`src/rtl/calc_keyword_lexer_defines.svh`:
```
// ----------------------------------------------------------------------------
// calc_keyword_lexer assertion macros
// Shared concurrent assertion forms for the keyword lexer RTL.
// ----------------------------------------------------------------------------
`ifndef CALC_KEYWORD_LEXER_DEFINES_SVH
`define CALC_KEYWORD_LEXER_DEFINES_SVH

// Property must hold on every clock edge outside reset.
`define CKL_ASSERT(label, clk, rst_n, prop) \
	label: assert property (@(posedge clk) disable iff (!rst_n) (prop)) \
	else $error("assertion failed: %m");

// Condition must never be seen outside reset.
`define CKL_NEVER(label, clk, rst_n, cond) \
	label: assert property (@(posedge clk) disable iff (!rst_n) !(cond)) \
	else $error("forbidden condition: %m");

`endif

```
`src/rtl/ckl_pkg.sv`:
```
// ----------------------------------------------------------------------------
// ckl_pkg
// Types and constants of the calculator keyword lexer.
// ----------------------------------------------------------------------------
package ckl_pkg;

	// Partial keyword matched so far
	typedef enum logic [18:0] {
		ST_IDLE = 19'h00001,
		ST_L    = 19'h00002,
		ST_C    = 19'h00004,
		ST_CO   = 19'h00008,
		ST_A    = 19'h00010,
		ST_AC   = 19'h00020,
		ST_ACO  = 19'h00040,
		ST_AS   = 19'h00080,
		ST_ASI  = 19'h00100,
		ST_AT   = 19'h00200,
		ST_ATA  = 19'h00400,
		ST_S    = 19'h00800,
		ST_SI   = 19'h01000,
		ST_SQ   = 19'h02000,
		ST_SQR  = 19'h04000,
		ST_T    = 19'h08000,
		ST_TA   = 19'h10000,
		ST_M    = 19'h20000,
		ST_MO   = 19'h40000
	} state_t;

	// Token codes emitted for keywords
	localparam logic [7:0] CODE_LN   = "l";
	localparam logic [7:0] CODE_LG   = "L";
	localparam logic [7:0] CODE_COS  = "c";
	localparam logic [7:0] CODE_ACOS = "C";
	localparam logic [7:0] CODE_SIN  = "s";
	localparam logic [7:0] CODE_ASIN = "S";
	localparam logic [7:0] CODE_TAN  = "t";
	localparam logic [7:0] CODE_ATAN = "T";
	localparam logic [7:0] CODE_MOD  = "%";
	localparam logic [7:0] CODE_SQRT = "q";

	typedef struct packed {
		logic [7:0] code_char;
		logic       code_valid;
		logic       done_res;
		logic       bad_input;
	} res_t;

	typedef struct packed {
		state_t st;
		logic   err;
		logic   emit;
		res_t   res;
	} match_t;

endpackage

```
`src/rtl/ckl_if.sv`:
```
// ----------------------------------------------------------------------------
// ckl_if
// Handshake channels of the keyword lexer: character input and code output.
// ----------------------------------------------------------------------------
interface ckl_in_if;
	logic       valid;
	logic       ready;
	logic [7:0] in_char;
	logic       in_last;

	modport source (output valid, output in_char, output in_last, input ready);
	modport sink   (input valid, input in_char, input in_last, output ready);
endinterface

interface ckl_out_if;
	logic       valid;
	logic       ready;
	logic [7:0] code_char;
	logic       code_valid;
	logic       done_res;
	logic       bad_input;

	modport source (output valid, output code_char, output code_valid,
		output done_res, output bad_input, input ready);
	modport sink   (input valid, input code_char, input code_valid,
		input done_res, input bad_input, output ready);
endinterface

```
`src/rtl/ckl_matcher.sv`:
```
// ----------------------------------------------------------------------------
// ckl_matcher
// Next-state and token logic of the keyword prefix machine for one item.
// ----------------------------------------------------------------------------
module ckl_matcher (
	input  ckl_pkg::state_t st,
	input  logic            err,
	input  logic [7:0]      ch,
	input  logic            last,
	output ckl_pkg::match_t m
);
	import ckl_pkg::*;

	state_t     nx;
	logic [7:0] code;
	logic       fail;
	state_t     st_adv;
	logic       err_adv;
	logic [7:0] code_e;
	logic       err_fin;

	function automatic logic is_plain(input logic [7:0] c);
		return c inside {["0":"9"], ".", "+", "-", "*", "/", "(", ")", "x", "^"};
	endfunction

	always_comb begin
		nx   = ST_IDLE;
		code = '0;
		fail = 1'b0;
		case (st)
			ST_IDLE: begin
				if (is_plain(ch)) begin
					code = ch;
				end else begin
					case (ch)
						" ": nx = ST_IDLE;
						"l": nx = ST_L;
						"c": nx = ST_C;
						"a": nx = ST_A;
						"s": nx = ST_S;
						"t": nx = ST_T;
						"m": nx = ST_M;
						default: fail = 1'b1;
					endcase
				end
			end
			ST_L: begin
				if (ch == "n") code = CODE_LN;
				else if (ch == "g") code = CODE_LG;
				else fail = 1'b1;
			end
			ST_C:   if (ch == "o") nx = ST_CO; else fail = 1'b1;
			ST_CO:  if (ch == "s") code = CODE_COS; else fail = 1'b1;
			ST_A: begin
				if (ch == "c") nx = ST_AC;
				else if (ch == "s") nx = ST_AS;
				else if (ch == "t") nx = ST_AT;
				else fail = 1'b1;
			end
			ST_AC:  if (ch == "o") nx = ST_ACO; else fail = 1'b1;
			ST_ACO: if (ch == "s") code = CODE_ACOS; else fail = 1'b1;
			ST_AS:  if (ch == "i") nx = ST_ASI; else fail = 1'b1;
			ST_ASI: if (ch == "n") code = CODE_ASIN; else fail = 1'b1;
			ST_AT:  if (ch == "a") nx = ST_ATA; else fail = 1'b1;
			ST_ATA: if (ch == "n") code = CODE_ATAN; else fail = 1'b1;
			ST_S: begin
				if (ch == "i") nx = ST_SI;
				else if (ch == "q") nx = ST_SQ;
				else fail = 1'b1;
			end
			ST_SI:  if (ch == "n") code = CODE_SIN; else fail = 1'b1;
			ST_SQ:  if (ch == "r") nx = ST_SQR; else fail = 1'b1;
			ST_SQR: if (ch == "t") code = CODE_SQRT; else fail = 1'b1;
			ST_T:   if (ch == "a") nx = ST_TA; else fail = 1'b1;
			ST_TA:  if (ch == "n") code = CODE_TAN; else fail = 1'b1;
			ST_M:   if (ch == "o") nx = ST_MO; else fail = 1'b1;
			ST_MO:  if (ch == "d") code = CODE_MOD; else fail = 1'b1;
			default: fail = 1'b1;
		endcase
	end

	// Once in error the machine is frozen until the end of the expression
	always_comb begin
		if (err) begin
			st_adv  = st;
			err_adv = 1'b1;
			code_e  = '0;
		end else if (fail) begin
			st_adv  = ST_IDLE;
			err_adv = 1'b1;
			code_e  = '0;
		end else begin
			st_adv  = nx;
			err_adv = 1'b0;
			code_e  = code;
		end
		err_fin = err_adv | (last & (st_adv != ST_IDLE));

		m.emit           = (code_e != '0) | last;
		m.res.code_char  = code_e;
		m.res.code_valid = (code_e != '0);
		m.res.done_res   = last;
		m.res.bad_input  = last & err_fin;
		m.st             = last ? ST_IDLE : st_adv;
		m.err            = last ? 1'b0 : err_fin;
	end

endmodule

```
`src/rtl/ckl_result_reg.sv`:
```
// ----------------------------------------------------------------------------
// ckl_result_reg
// Output register of the lexer; takes a new result whenever it is free or
// being drained.
// ----------------------------------------------------------------------------
module ckl_result_reg (
	input  logic             clk,
	input  logic             arst_n,
	input  logic             load,
	input  ckl_pkg::res_t    res_d,
	output logic             can_load,
	ckl_out_if.source        codes
);
	import ckl_pkg::*;

	logic valid_q;
	res_t res_q;

	assign can_load = !valid_q || codes.ready;

	always_ff @(posedge clk or negedge arst_n) begin
		if (!arst_n) begin
			valid_q <= 1'b0;
		end else if (load) begin
			valid_q <= 1'b1;
		end else if (codes.ready) begin
			valid_q <= 1'b0;
		end
	end

	always_ff @(posedge clk) begin
		if (load) begin
			res_q <= res_d;
		end
	end

	assign codes.valid      = valid_q;
	assign codes.code_char  = res_q.code_char;
	assign codes.code_valid = res_q.code_valid;
	assign codes.done_res   = res_q.done_res;
	assign codes.bad_input  = res_q.bad_input;

endmodule

```
`src/rtl/calc_keyword_lexer.sv`:
```
// ----------------------------------------------------------------------------
// calc_keyword_lexer
// Character-stream lexer for calculator expressions with keyword matching.
// ----------------------------------------------------------------------------
// Usage:
//   chars : one character per item (in_char), in_last set on the final one.
//   codes : a result item for every character that yields a token code and
//           for every last character; done_res/bad_input report the end of
//           an expression. Characters giving no token produce no item.
// Path: a character is held in the input register and its result is loaded
//   into the result register once that register can take it; codes then
//   takes it from there (input register, then result register).
// Throughput: one character per cycle while codes is not stalled; the prefix
//   machine and the error flag are updated as each character leaves the input register.
// Reset: clears both registers' valid flags, sets the prefix machine to idle
//   and clears the error flag. State also returns to idle after each last
//   character.
// Stall: while the result register holds an untaken item the input register
//   keeps its character; chars.ready drops only when both are full and codes
//   is stalled.
// ----------------------------------------------------------------------------
`include "calc_keyword_lexer_defines.svh"

module calc_keyword_lexer (
	input  logic       clk,
	input  logic       arst_n,
	ckl_in_if.sink     chars,
	ckl_out_if.source  codes
);
	import ckl_pkg::*;

	logic       v_s1;
	logic [7:0] ch_s1;
	logic       last_s1;
	state_t     st_q;
	logic       err_q;
	match_t     m;
	logic       can_load;
	logic       take_s1;

	assign take_s1     = v_s1 && can_load;
	assign chars.ready = !v_s1 || can_load;

	always_ff @(posedge clk or negedge arst_n) begin
		if (!arst_n) begin
			v_s1 <= 1'b0;
		end else if (chars.valid && chars.ready) begin
			v_s1 <= 1'b1;
		end else if (take_s1) begin
			v_s1 <= 1'b0;
		end
	end

	always_ff @(posedge clk) begin
		if (chars.valid && chars.ready) begin
			ch_s1   <= chars.in_char;
			last_s1 <= chars.in_last;
		end
	end

	always_ff @(posedge clk or negedge arst_n) begin
		if (!arst_n) begin
			st_q  <= ST_IDLE;
			err_q <= 1'b0;
		end else if (take_s1) begin
			st_q  <= m.st;
			err_q <= m.err;
		end
	end

	ckl_matcher u_matcher (
		.st   (st_q),
		.err  (err_q),
		.ch   (ch_s1),
		.last (last_s1),
		.m    (m)
	);

	ckl_result_reg u_result (
		.clk      (clk),
		.arst_n   (arst_n),
		.load     (take_s1 && m.emit),
		.res_d    (m.res),
		.can_load (can_load),
		.codes    (codes)
	);

	`CKL_ASSERT(a_state_onehot, clk, arst_n, $onehot(st_q))
	`CKL_ASSERT(a_last_clears, clk, arst_n,
		(take_s1 && last_s1) |=> (st_q == ST_IDLE && !err_q))
	`CKL_NEVER(a_code_with_error, clk, arst_n,
		codes.valid && codes.code_valid && codes.bad_input)
	`CKL_NEVER(a_ready_when_full, clk, arst_n,
		chars.ready && v_s1 && codes.valid && !codes.ready)

endmodule
```
`src/flat_wrapper.sv`:
```
// flat-port wrapper written by rule: the top's interface ports become plain ports
module calc_keyword_lexer_flat import ckl_pkg::*;
  (clk, arst_n, chars_valid, chars_in_char, chars_in_last, chars_ready, codes_valid, codes_code_char, codes_code_valid, codes_done_res, codes_bad_input, codes_ready);
  ckl_in_if chars_i ();
  ckl_out_if codes_i ();
  input  logic clk;
  input  logic arst_n;
  input wire logic [$bits(chars_i.valid)-1:0] chars_valid;
  input wire logic [$bits(chars_i.in_char)-1:0] chars_in_char;
  input wire logic [$bits(chars_i.in_last)-1:0] chars_in_last;
  output wire logic [$bits(chars_i.ready)-1:0] chars_ready;
  output wire logic [$bits(codes_i.valid)-1:0] codes_valid;
  output wire logic [$bits(codes_i.code_char)-1:0] codes_code_char;
  output wire logic [$bits(codes_i.code_valid)-1:0] codes_code_valid;
  output wire logic [$bits(codes_i.done_res)-1:0] codes_done_res;
  output wire logic [$bits(codes_i.bad_input)-1:0] codes_bad_input;
  input wire logic [$bits(codes_i.ready)-1:0] codes_ready;
  assign chars_i.valid = chars_valid;
  assign chars_i.in_char = chars_in_char;
  assign chars_i.in_last = chars_in_last;
  assign chars_ready = chars_i.ready;
  assign codes_valid = codes_i.valid;
  assign codes_code_char = codes_i.code_char;
  assign codes_code_valid = codes_i.code_valid;
  assign codes_done_res = codes_i.done_res;
  assign codes_bad_input = codes_i.bad_input;
  assign codes_i.ready = codes_ready;
  calc_keyword_lexer u_core (.clk(clk), .arst_n(arst_n), .chars(chars_i), .codes(codes_i));
endmodule
```
`config.mk`:
```
export PLATFORM = sky130hd
export DESIGN_NAME = calc_keyword_lexer_flat
export DESIGN_NICKNAME = d
export VERILOG_FILES = /design/src/rtl/ckl_pkg.sv /design/src/rtl/ckl_if.sv /design/src/rtl/ckl_matcher.sv /design/src/rtl/ckl_result_reg.sv /design/src/rtl/calc_keyword_lexer.sv /design/src/flat_wrapper.sv
export VERILOG_INCLUDE_DIRS = /design/src /design/src/rtl
export SDC_FILE = /design/constraint.sdc
export NUM_CORES = 1
export LEC_CHECK = 0
export BUFFER_PORTS_ARGS = -buffer_cell sky130_fd_sc_hd__buf_2
export CAP_MARGIN = 20
export CORE_MARGIN = 2
export CORE_UTILIZATION = 40
export CTS_CLUSTER_SIZE = 8
export DETAILED_ROUTE_END_ITERATION = 8
export SYNTH_ARGS = -nofsm -noshare
export SYNTH_HDL_FRONTEND = slang
export SYNTH_SLANG_ARGS = --single-unit
```
`constraint.sdc`:
```
create_clock -name clk -period 3.7 [get_ports clk]
set_input_delay 0.37 -clock clk [delete_from_list [all_inputs] [get_ports clk]]
set_output_delay 0.37 -clock clk [all_outputs]
set_load 0.05 [all_outputs]
```
======== Word level (Yosys, flattened, before mapping) ========
Index checks and enable logic that the tools add are counted.
word-level totals
  input bits .............................. 13
  memory bits (read-only) ................. 0
  latch bits .............................. 0
  RAM bits ................................ 0
  memories kept ........................... 0
  bits in registers ....................... 42
  output and inout bits ................... 13
cells by class
  shift-type cells ........................ 0
  divide/modulo/power cells ............... 0
  multipliers ............................. 0
  reduce and logical (&&, ||, !) cells .... 17
  add/sub/neg operators ................... 0
  bitwise gates (word level) .............. 4
  order comparisons ....................... 2
  muxes and demuxes ....................... 56
  eq/ne operators ......................... 43
operator list
  kind                    number
  $pmux W19 S10           1
  $eq A8 B7 Y1 const B    15
  $pmux W18 S6            1
  $pmux W8 S10            1
  $mux W19                4
  $mux W7                 10
  $eq A8 B6 Y1 const B    8
  $mux W10                3
  $mux W14                2
  $mux W8                 3
  $mux W1                 23
  $eq A19 B1 Y1 const B   1
  $eq A19 B10 Y1 const B  1
  $eq A19 B11 Y1 const B  1
  $eq A19 B12 Y1 const B  1
  $eq A19 B13 Y1 const B  1
  $eq A19 B14 Y1 const B  1
  $eq A19 B15 Y1 const B  1
  $eq A19 B16 Y1 const B  1
  $eq A19 B17 Y1 const B  1
  $eq A19 B18 Y1 const B  1
  $eq A19 B19 Y1 const B  1
  $eq A19 B2 Y1 const B   1
  $eq A19 B3 Y1 const B   1
  other kinds (29)        38

======== Logic depth before layout (Yosys ltp) ========
  word-level depth ........................ 11
  depth in mapped cells ................... 10
  gate-level depth less buffers ........... 7

======== Hierarchy ========
From an unflattened synthesis, not the netlist that was laid out.
second synthesis, totals
  cell total of the unflattened synthesis .. 327
  area, all modules ....................... 3215.6 um2
modules (own cells, without submodules)
  module              instances  cells each  area an instance (um2)
  ckl_matcher         1          256         1682.9
  calc_keyword_lexer  1          57          1154.9
  ckl_result_reg      1          14          377.9

======== Worst setup path after synthesis ========
No wires, ideal clock.
  path type ............................... reg-to-reg
  start point ............................. reg u_core.st_q[0]
  end point ............................... reg u_core.u_result.res_q (netlist bit u_core.u_result.codes.bad_input), enable pin
  clock period less this slack ............ 3204 ps
  cell stages (with the launch flop) ...... 9
  setup slack ............................. 496 ps
  setup time .............................. 393 ps
  arrival ................................. 2811 ps
  buffers on the path ..................... 1
  path through ............................ dfstp_2 > buf_2 > nor4_2 > and4_1 > and3_1 > a221o_1 > nor4_4 > a21oi_1 > nor3_1
between the ends
  longest elaborated chain between the ends .. 8
  elaborated cells between the ends (all ways) .. 30
  classes of those cells .................. 19 x eq/ne; 4 x mux; 1 x bitwise; 6 x reduce/logical
ends and longest elaborated chain
  what                                                             RTL line                  RTL
  from (decl)                                                      calc_keyword_lexer.sv:35  state_t st_q;
  from (signal assigned)                                           calc_keyword_lexer.sv:66  st_q <= m.st;
  $eq A19 B17 Y1, or another cell as far along                     ckl_matcher.sv:30         case (st)
  $reduce_or A4 Y1 (no source line), or another cell as far along  --
  $pmux W1 S12                                                     ckl_matcher.sv:30
  $mux W8 *                                                        ckl_matcher.sv:88         end else if (fail) begin
  $mux W8 *                                                        ckl_matcher.sv:84         if (err) begin
  $reduce_bool A8 Y1 *                                             ckl_matcher.sv:99         m.emit = (code_e != '0) | last;
  $or A1 B1 Y1 *                                                   ckl_matcher.sv:99
  $logic_and A1 B1 Y1 *                                            calc_keyword_lexer.sv:82  .load (take_s1 && m.emit),
  named net u_core.u_result.load                                   ckl_result_reg.sv:9       input logic load,
  to (signal assigned)                                             ckl_result_reg.sv:33      res_q <= res_d;
  to (decl)                                                        ckl_result_reg.sv:17      res_t res_q;
The timed path passes the listed nets; every way through them passes the cells marked *.
A chain may end at the register's enable or synchronous reset.

======== Worst setup path after layout ========
  start point ............................. reg u_core.ch_s1[3]
  end point ............................... reg u_core.u_result.res_q (netlist bit u_core.u_result.codes.code_char[3]), enable pin
between the ends
  longest elaborated chain between the ends .. 10
  elaborated cells between the ends (all ways) .. 62
  classes of those cells .................. 2 x order compare; 23 x eq/ne; 31 x mux; 1 x bitwise; 5 x reduce/logical
ends and longest elaborated chain
  what                                               RTL line                  RTL
  from (decl)                                        calc_keyword_lexer.sv:33  logic [7:0] ch_s1;
  from (signal assigned)                             calc_keyword_lexer.sv:56  ch_s1 <= chars.in_char;
  $ge A8 B6 Y1, or another cell as far along         ckl_matcher.sv:23         return c inside {["0":"9"], ".", "+", "-", "*", "/", "(", ")", "x", "^"};
  $logic_and A1 B1 Y1, or another cell as far along  ckl_matcher.sv:23
  $reduce_bool A10 Y1, or another cell as far along  ckl_matcher.sv:23
  $mux W1, or another cell as far along              ckl_matcher.sv:32         if (is_plain(ch)) begin
  $pmux W1 S12 or $pmux W8 S10 (tied branches)       ckl_matcher.sv:30
  $mux W8 *                                          ckl_matcher.sv:88
  $mux W8 *                                          ckl_matcher.sv:84
  $reduce_bool A8 Y1 *                               ckl_matcher.sv:99
  $or A1 B1 Y1 *                                     ckl_matcher.sv:99
  $logic_and A1 B1 Y1 *                              calc_keyword_lexer.sv:82
  named net u_core.u_result.load                     ckl_result_reg.sv:9
Marked as above.

==> impl_metrics.toml <==
[sta]
timing_hold_violations_final = 0
worst_pin_slew_ns = 0.677
setup_viol = 0
period_share = 0.861
slew_violations = 0
clock.fmax_mhz = 314
max_slew_margin = 0.549
period_minus_slack_ns = 3.18
fin_skew_ns = 0.00882
rsz0062_at_grt = "no"
hold_slack_ns = 0.0406
tns_ns = 0

[power]
power_frac_clock = 0.373
p_leak_uw = 0.00122
power_switching_share = 0.267
p_comb_frac = 0.105
p_sw_uw = 269
vdd_ir_drop_max_mv = 0.172
power.share.sequential = 0.522
p_int_uw = 740
powerDensity_nw_per_um2 = 300

[clock_tree]
htreeDepth = 2
cts_root_buf = "clkbuf_8"
clkTransAtPathRegs_ns = 0.09
clock_path_buffers = 2
clock_sinks = 42
cts_resized = 0
cts_tree = "built"
hold_buffers = 0
clock_latency_ns = 0.31
cts_buffers = 5
cts_setup_buffers = 0

[global_routing]
grtUsageTotal = 0.217
grt_pass1_wl_um = 14200
grt_max_degree = 23
grt_pass1_vias = 2632
antenna_found_initial = 0
grt_overflow = 0

[critical_path]
path_cells = "nor2_1 -> nand4_1 -> a221o_1 -> nor4_4 -> a21oi_1 -> nor3_1 -> buf_4"
crit_family = "simple AND/OR/NAND/NOR gates"
startpoint_type = "flop"
path_class = "flop to flop"
crit_slowest_cell = "edfxtp_1"
arrival_ns = 3.20
endpoint_kind = "flop"
critPathMaxStageDelay_ns = 0.60
crit_fanout = 14
critPathRequiredTime_ns = 3.72
r2r_cells = 7
critical_path_buf_inv_count = 1
cp_num_cells = 7

[floorplanning]
initial_core_util = 0.418
core_area_sq_um = 7370
rows = 31
die-area_sq_um = 8410
top_level_ports = 26
die_x_um = 91.7
die_h_um = 91.7

[final_layout]
layout_commonest_cell = "nand2_1"
num-nets-final = 370
fillerInstances = 726
drive_gt1_frac = 0.201
synthToLayoutAreaGrowth_pct = 9.51
final_cell_mix = "nand2_1, nor2_1, buf_2"
antenna_cells = 0

[min_path]
hold_class = "primary input to async pin"

[logic_synthesis]
synthFlopType = "dfrtp_1"
syn_inst = 341
async_flop_share = 0.524
seq_area_frac_synth = 0.374
synth_seq_cells = 42
syn-num-nets = 354
avgSynthCellArea_sq_um = 9.03
yosys_warnings = 0
synth-edff-count = 20
netlist_area_sq_um = 3080
synth.distinct_cells = 74

[drt]
ant_nets = 0
dr.pass1.iters = 7
routed_wl_um = 8910
drc = 0
routedWlPerCell_um = 19.5
viasPerCell = 6.37
drtIter0Drc = 514
vias = 2912

[placement]
dpl.hpwl_um = 6740
port_buffers = 25
gp_congestion = 0.962

[flow_run]
max_cap_viol_count = 0

[run_status]
status = "completed"
path summary, 6_finish.rpt:
kind,from,end,slack (ns)
setup / recovery,u_core.ch_s1[3],u_core.u_result.codes.code_char[3],0.52
hold / removal,arst_n,u_core.st_q[1],0.04
setup reg to reg,u_core.ch_s1[3],u_core.u_result.codes.code_char[3],0.52
hold reg to reg,u_core.st_q[0],u_core.st_q[0],0.55
max in group asynchronous,arst_n,u_core.st_q[0],3.30
min in group clk,chars_in_char[0],u_core.ch_s1[0],0.24
layer usage:
| metal | routed length [um] | GRT usage |
|---|---|---|
| met1 | 3750 | 0.299 |
| met2 | 4080 | 0.339 |
| met5 | 0 | 0 |
| met3 | 804 | 0.0386 |
| met4 | 278 | 0.0846 |
flip-flops by register name, summed over array words and instances, names as in the netlist:
name                              cells
u_core.ch_s1                          8
u_core.err_q                          1
u_core.u_result.codes.bad_input       1
u_core.last_s1                        1
u_core.st_q                          19
u_core.u_result.codes.done_res        1
u_core.u_result.codes.valid           1
u_core.u_result.codes.code_char       8
u_core.u_result.codes.code_valid      1
u_core.v_s1                           1
cell type report:
class / instances / area, sq um / area share
multi-input combinational: 269 / 1780 / 0.527
sequential: 42 / 1150 / 0.342
timing repair buffer: 33 / 185 / 0.0549
tap: 99 / 124 / 0.0367
clock buffer: 6 / 72.6 / 0.0215
clock inverter: 2 / 37.5 / 0.0111
inverter: 6 / 22.5 / 0.00668
logic make-up (layout without fill, tap and decap cells):
family                 Yosys count  after routing  share of synthesized area
AND/OR/NAND/NOR                201            201                      0.409
AO/OA/AOI/OAI                   62             62                      0.153
XOR/XNOR                         5              5                     0.0142
buffers and inverters           30             47                     0.0484
other                            1              1                    0.00122
flip-flops                      42             42                      0.374
cell usage after synthesis, types with 2 or more instances:
library cell	count	area share
or4b_2	3	0.0098
inv_1	6	0.0073
dfrtp_1	21	0.17
and4b_1	2	0.0065
o31ai_1	11	0.027
or2_2	4	0.0081
nand2_1	38	0.046
nor3_1	19	0.031
nand3_1	13	0.021
nor2b_1	6	0.012
o22ai_1	3	0.0061
a221oi_1	2	0.0057
nor4_4	2	0.014
clkbuf_1	8	0.0098
nand4_1	19	0.039
o21ai_0	4	0.0065
a31oi_1	4	0.0081
a21oi_1	10	0.016
a211oi_1	3	0.0073
and4_1	5	0.014
buf_4	4	0.0098
nand3b_1	4	0.0098
a2111oi_0	2	0.0057
nor4_2	4	0.016
nor4b_2	2	0.0098
o21ai_1	5	0.0081
nor4_1	9	0.018
buf_2	11	0.018
edfxtp_1	20	0.20
nor4b_1	2	0.0057
nand2b_1	9	0.018
nor2_1	28	0.034
and2_1	3	0.0061
and3_1	3	0.0061
or4_1	4	0.0098
xor2_1	4	0.011
nand4b_1	3	0.0085
nor3b_1	5	0.012
power by group through the flow:
stage               registers [uW]  clock network, uW  logic, uW
floorplan                      541                  0       68.3
global placement               536                  0        107
detailed placement             537                  0        107
CTS                            527                382        107
global route                   530                401        116
finish                         527                376        106
stage by stage:
stage	setup slack (ns)	cells	instance area, sq um	util	total power [uW]
finish	0.516	457	3370	0.457	1010
detailed placement	0.579	449	3260	0.442	644
global route	0.315	457	3370	0.457	1050
floorplan	0.496	341	3080	-	609
global placement	0.660	449	3260	0.442	642
CTS	0.559	457	3370	0.457	1020
Note: power is estimated with default switching activity, not from simulation.
